$ cat config.mk
export PLATFORM = sky130hd
export DESIGN_NAME = fps_mac
export DESIGN_NICKNAME = d
export VERILOG_FILES = /design/src/fps_pkg.sv /design/src/fps_mac.sv
export SDC_FILE = /design/constraint.sdc
export NUM_CORES = 2
export LEC_CHECK = 0
export ABC_AREA = 0
export BUFFER_PORTS_ARGS = -buffer_cell sky130_fd_sc_hd__buf_2
export CORE_ASPECT_RATIO = 1.25
export CORE_UTILIZATION = 55
export CTS_CLUSTER_SIZE = 40
export DETAILED_ROUTE_END_ITERATION = 8
export GPL_ROUTABILITY_DRIVEN = 0
export PLACE_DENSITY = 0.81
export SYNTH_ARGS = -nofsm -noshare
export SYNTH_HDL_FRONTEND = slang
export SYNTH_SLANG_ARGS = --single-unit
$ cat constraint.sdc
create_clock -name aclk -period 8.5 [get_ports aclk]
set_clock_uncertainty 0.1 [all_clocks]
set_input_delay 0.85 -clock aclk [delete_from_list [all_inputs] [get_ports aclk]]
set_output_delay 0.85 -clock aclk [all_outputs]
set_load 0.01 [all_outputs]
$ cat src/fps_pkg.sv
// ----------------------------------------------------------------------------
// fps_pkg
// Types and constants shared by the five-point stencil stream modules.
// ----------------------------------------------------------------------------
package fps_pkg;

    localparam int MAX_WIDTH_DEF   = 4096;
    localparam int SAMPLE_BITS_DEF = 16;

    localparam int ROW_WIDTH_BITS = 13;
    localparam int ROW_COUNT_BITS = 16;
    localparam int GAIN_BITS      = 16;
    localparam int CFG_DATA_BITS  = 16;
    localparam int FRAC_BITS      = 8;

    localparam logic [ROW_WIDTH_BITS-1:0] ROW_WIDTH_RST     = 13'd4096;
    localparam logic [ROW_COUNT_BITS-1:0] ROW_COUNT_RST     = 16'd4096;
    localparam logic signed [GAIN_BITS-1:0] CENTER_GAIN_RST   = 16'sd512;
    localparam logic signed [GAIN_BITS-1:0] NEIGHBOR_GAIN_RST = 16'sd768;

    typedef enum logic [1:0] {
        REG_ROW_WIDTH,
        REG_ROW_COUNT,
        REG_CENTER_GAIN,
        REG_NEIGHBOR_GAIN
    } cfg_index_t;

    typedef struct packed {
        logic [ROW_WIDTH_BITS-1:0] row_width;
        logic [ROW_COUNT_BITS-1:0] row_count;
    } geom_t;

    typedef struct packed {
        logic valid;
        logic last;
    } beat_ctl_t;

endpackage

$ cat src/fps_mac.sv
// ----------------------------------------------------------------------------
// fps_mac
// Weighted sum, rounding and saturation pipeline with the output register.
// ----------------------------------------------------------------------------
module fps_mac #(
    parameter int SAMPLE_BITS = fps_pkg::SAMPLE_BITS_DEF
) (
    input  logic                                   aclk,
    input  logic                                   aresetn,
    input  fps_pkg::beat_ctl_t                     in_ctl,
    input  logic signed [SAMPLE_BITS+1:0]          in_nsum,
    input  logic signed [SAMPLE_BITS-1:0]          in_center,
    input  logic signed [fps_pkg::GAIN_BITS-1:0]   center_gain,
    input  logic signed [fps_pkg::GAIN_BITS-1:0]   neighbor_gain,
    output logic                                   in_ready,
    output logic                                   out_valid,
    input  logic                                   out_ready,
    output logic signed [SAMPLE_BITS-1:0]          out_value,
    output logic                                   out_last
);

    import fps_pkg::*;

    localparam int NW  = SAMPLE_BITS + 2;
    localparam int PCW = SAMPLE_BITS + GAIN_BITS;
    localparam int PNW = NW + GAIN_BITS;
    localparam int AW  = PNW + 1;
    localparam int VW  = AW - FRAC_BITS;

    localparam logic signed [AW-1:0] ROUND  = AW'(1) <<< (FRAC_BITS - 1);
    localparam logic signed [VW-1:0] SAT_HI =
        {{(VW-SAMPLE_BITS+1){1'b0}}, {(SAMPLE_BITS-1){1'b1}}};
    localparam logic signed [VW-1:0] SAT_LO =
        {{(VW-SAMPLE_BITS+1){1'b1}}, {(SAMPLE_BITS-1){1'b0}}};

    logic                    v0_reg, v1_reg, vout_reg;
    logic                    last0_reg, last1_reg, last_out_reg;
    logic signed [NW-1:0]    nsum0_reg;
    logic signed [SAMPLE_BITS-1:0] ctr0_reg;
    logic signed [PCW-1:0]   pc1_reg;
    logic signed [PNW-1:0]   pn1_reg;
    logic signed [SAMPLE_BITS-1:0] value_reg;

    logic free0, free1, free2;
    logic signed [PCW-1:0] pc_next;
    logic signed [PNW-1:0] pn_next;
    logic signed [AW-1:0]  acc;
    logic signed [VW-1:0]  scaled;
    logic signed [SAMPLE_BITS-1:0] sat;

    // a stage takes new data when it is empty or its content moves on
    assign free2    = !vout_reg || out_ready;
    assign free1    = !v1_reg || free2;
    assign free0    = !v0_reg || free1;
    assign in_ready = free0;

    assign pc_next = ctr0_reg * center_gain;
    assign pn_next = nsum0_reg * neighbor_gain;

    always_comb begin
        acc    = AW'(pc1_reg) + AW'(pn1_reg) + ROUND;
        scaled = acc[AW-1:FRAC_BITS];
        if (scaled > SAT_HI) begin
            sat = SAT_HI[SAMPLE_BITS-1:0];
        end else if (scaled < SAT_LO) begin
            sat = SAT_LO[SAMPLE_BITS-1:0];
        end else begin
            sat = scaled[SAMPLE_BITS-1:0];
        end
    end

    always_ff @(posedge aclk) begin
        if (!aresetn) begin
            v0_reg   <= 1'b0;
            v1_reg   <= 1'b0;
            vout_reg <= 1'b0;
        end else begin
            if (free0) begin
                v0_reg <= in_ctl.valid;
            end
            if (free1) begin
                v1_reg <= v0_reg;
            end
            if (free2) begin
                vout_reg <= v1_reg;
            end
        end
    end

    always_ff @(posedge aclk) begin
        if (free0 && in_ctl.valid) begin
            nsum0_reg <= in_nsum;
            ctr0_reg  <= in_center;
            last0_reg <= in_ctl.last;
        end
        if (free1 && v0_reg) begin
            pc1_reg   <= pc_next;
            pn1_reg   <= pn_next;
            last1_reg <= last0_reg;
        end
        if (free2 && v1_reg) begin
            value_reg    <= sat;
            last_out_reg <= last1_reg;
        end
    end

    assign out_valid = vout_reg;
    assign out_value = value_reg;
    assign out_last  = last_out_reg;

endmodule

# Word level (Yosys, flattened, before mapping)
# Index checks and enable logic that the tools add are counted.
[word_totals] reg_bits=122 inputBits=71 output_inout_bits=19 elab_cells=27
[op_classes] add_sub_neg=2 multipliers=2 magnitude_cmp=2 mux=1 n_reduce_logical=9
[op_table] operator="32-bit by 34-bit adder with 35-bit output" count=1
[op_table] operator="35-bit by 9-bit adder with 35-bit output (second input constant)" count=1
[op_table] operator="18-bit by 16-bit multiplier with 34-bit output" count=1
[op_table] operator="16-bit by 16-bit multiplier with 32-bit output" count=1
[op_table] operator="27-bit by 16-bit > comparator with 1-bit output (second input constant)" count=1
[op_table] operator="27-bit by 16-bit less-than comparator with 1-bit output (second input constant)" count=1
[op_table] operator="16-bit 2-to-1 mux" count=1
[op_table] operator="1-bit logical AND" count=3
[op_table] operator="1-bit logical NOT" count=3
[op_table] operator="1-bit logical OR" count=3

# Depth between registers and ports, before layout
[depth] ltp_word=5 ltp_mapped=26 depth_no_buf=25

# Worst setup path after synthesis
# OpenSTA, ideal clock, no wires.
[synth_path] path_kind="input to register" from="input port neighbor_gain[7] (netlist bit)" to="register pn1_reg[33], data pin" setup_ns=0.260 arrival_time_ns=6.563 t_required_ns=8.140 path_slack_ns=1.577 stages=26 n_path_buf=2 cell_sequence="clkbuf_1 > clkbuf_1 > nand2_1 > fa_1 > inv_1 > fa_1 > inv_1 > fa_1 > inv_1 > fa_1 > fa_1 > inv_1 > fa_1 > inv_1 > ha_1 > inv_1 > or2_2 > o311ai_0 > nand3_1 > o2111a_1 > a2111oi_0 > a211oi_1 > o2bb2ai_1 > o21ai_0 > a21oi_1 > xnor2_1"
[synth_between] elab_chain_len=1
[synth_rtl] item="start: declaration" line="fps_mac.sv:14" rtl="input logic signed [fps_pkg::GAIN_BITS-1:0] neighbor_gain,"
[synth_rtl] item="18-bit by 16-bit multiplier with 34-bit output" line="fps_mac.sv:58" rtl="assign pn_next = nsum0_reg * neighbor_gain;"
[synth_rtl] item="net pn_next[33]" line="fps_mac.sv:46" rtl="logic signed [PNW-1:0] pn_next;"
[synth_rtl] item="end signal: assignment" line="fps_mac.sv:98" rtl="pn1_reg <= pn_next;"
[synth_rtl] item="end: declaration" line="fps_mac.sv:41" rtl="logic signed [PNW-1:0] pn1_reg;"
# The timed path passes the listed nets, and every way through them passes these cells.
# A chain may end at the register's enable or synchronous reset.

# Worst setup path after layout
[layout_path] from="register nsum0_reg[7]" to="register pn1_reg[33], data pin"
[layout_between] elab_chain_len=1
[layout_rtl] item="start: declaration" line="fps_mac.sv:38" rtl="logic signed [NW-1:0] nsum0_reg;"
[layout_rtl] item="start signal: assignment" line="fps_mac.sv:92" rtl="nsum0_reg <= in_nsum;"
[layout_rtl] item="18-bit by 16-bit multiplier with 34-bit output" line="fps_mac.sv:58"
[layout_rtl] item="net pn_next[33]" line="fps_mac.sv:46"
# The timed path passes the listed nets, and every way through them passes these cells.

==> qor.yml <==
fin_crit_ns: 7.488
hold_start: "last1_reg"
synth_edf_count: 119
grtUsageTotal: 0.2577
post_cts_hold_buffer_count: 0
synth_area_leaders: "fa_1, edfxtp_1, ha_1"
synth_cell_types: 79
setup_viol: 0
dieWidth_um: 198.5
reg2regPathDepth: 23
async_flop_share: 0
synth_compound_area_frac: 0.06559
setup_tns_ns: 0
ant_nets: 0
layout.nets: 3588
path_clk_slew_ns: 0.08
syn_area_sq_um: 26530
relSlewSlack: 0.2604
fin_crit_sh: 0.8809
drt_iter0_drc: 1171
vias: 18770
synthCells: 2701
status: "finished, final reports clean"
fill_cells: 3893
placementRows: 89
hold_path_depth: 0
yosysTopAreaCell: "fa_1"
worst_pin_slew_ns: 1.103
cts_sinks: 122
synthMuxAreaShare: 0.0008017
grtUsageMet1: 0.2961
synth_xor_area_frac: 0.02971
synth_top_family_by_area: "adder cells"
synth-seq-area-share: 0.1369
h-tree-depth: 4
syn_to_final_growth_pct: 5.998
port_buffers: 89
cts_root_buf: "clkbuf_16"
grt_pass1_vias: 20760
ys_seq_elements: 122
fmax_mhz: 133.6
grt.overflow.total: 0
cp.required_ns: 8.60
largest_register_ffs: 34
synth-simple-area-share: 0.1378
ys.flop_type: "edfxtp_1"
end_kind: "register"
worstSkewPairLatency_ns: 0.46
slew_violations: 0
synth_fp_nets: 3557
cts_setup_buffers: 0
cp_data_arrival_time_ns: 7.59
first_pass_iters: 6
viasPerCell: 5.549
n_antenna_cell: 0
hold_path_class: "reg -> reg"
die_area_sq_um: 49130
avgSynthCellArea_sq_um: 9.823
grt_pass1_wl_um: 98270
wl_per_cell_um: 17.20
synth_fa_ha_area_frac: 0.5264
grt_setup_unrepaired: "no"
io_pins: 90
grtUsageMet2: 0.4575
mostFrequentLayoutCells: "inv_1, fa_1, nand2_1"
fin_hold_ws_ns: 0.3191
core_area_sq_um: 47440
final_common_cell: "inv_1"
max_cap_viol_count: 0
grt.met3_usage: 0.03628
top_usage_layer: "met2"
crit_path_start_kind: "register"
totalWireLength_um: 58170
cts_made_buffers: 17
crit_fanout: 16
cts_tree: "built"
grt_max_degree: 68
die_h_um: 247.6
yosys.area.top_type_share: 0.4165
yosysWarnings: 0
crit_start: "nsum0_reg[7]"
worstReg2RegStart: "nsum0_reg[7]"
worstSetupPathType: "reg -> reg"
antenna_found_initial: 0
drc: 0
finalHoldViolCount: 0
cts_repair_resize_count: 0
layout-drive-gt1-share: 0.05792
clockBufferDepth: 2
dp.final_hpwl_um: 47100
start_util: 0.5593
worst paths after layout:
| path | to | slack (ns) |
|---|---|---|
| max | pn1_reg[33] | 1.01 |
| min | out_last | 0.32 |
| max reg2reg | pn1_reg[33] | 1.01 |
| min reg2reg | out_last | 0.32 |
synth_stat cells, types with 37 or more instances:
library cell and count:
edfxtp_1 119, clkbuf_1 76, inv_1 635, fa_1 552, and2_1 254, xnor2_1 64, a21o_1 49, o21ai_0 37
ha_1 233, a21oi_1 63, nand2_1 292, nor2_1 78
logic make-up after synthesis:
family | Yosys count
fa+ha+maj | 785
simple gates | 735
buf+inv | 721
compound gates | 246
flops | 122
xor+xnor | 90
mux | 2
through the flow:
stage	utilization	setup slack (ns)	area [sq um]	cells
finish	0.5929	1.012	28120	3382
global route	0.5929	0.5774	28120	3382
CTS	0.5929	1.081	28120	3382
detailed placement	0.5800	0.7371	27520	3350
global placement	0.5800	1.055	27520	3350
floorplan	-	1.577	26530	2701
layer usage:
metal | vias up | wire length, um
met4 | 0 | 3182
met2 | 754 | 31210
met1 | 9495 | 20300
met5 | - | 0
met3 | 243 | 3484
li1 | 8274 | -
critical path: stages (launching register included):
cell       delay (ns)
edfxtp_1         0.85
and2_1           0.25
fa_1             0.41
inv_1            0.08
fa_1             0.45
fa_1             0.52
inv_1            0.06
fa_1             0.49
fa_1             0.49
inv_1            0.05
fa_1             0.47
inv_1            0.04
ha_1             0.33
o21ai_0          0.16
or2_2            0.30
o311ai_0         0.61
nand3_1          0.16
o2111a_1         0.20
a2111oi_0        0.42
a211oi_1         0.14
o2bb2ai_1        0.21
o21ai_0          0.17
a21oi_1          0.12
xnor2_1          0.13
area by class of cell:
| cell class | instances | area [sq um] | share of cell area |
|---|---|---|---|
| Clock buffer | 17 | 425.4 | 0.01513 |
| Tap cell | 637 | 797.0 | 0.02834 |
| Timing Repair Buffer | 95 | 490.5 | 0.01744 |
| Clock inverter | 15 | 183.9 | 0.006540 |
| Inverter | 638 | 2396 | 0.08519 |
| Sequential cell | 122 | 3633 | 0.1292 |
| Multi-Input combinational cell | 1858 | 20200 | 0.7182 |
Power is left out: the tool's default activity adds up to more than one toggle a clock period on the data nets, which glitch-free logic cannot reach.
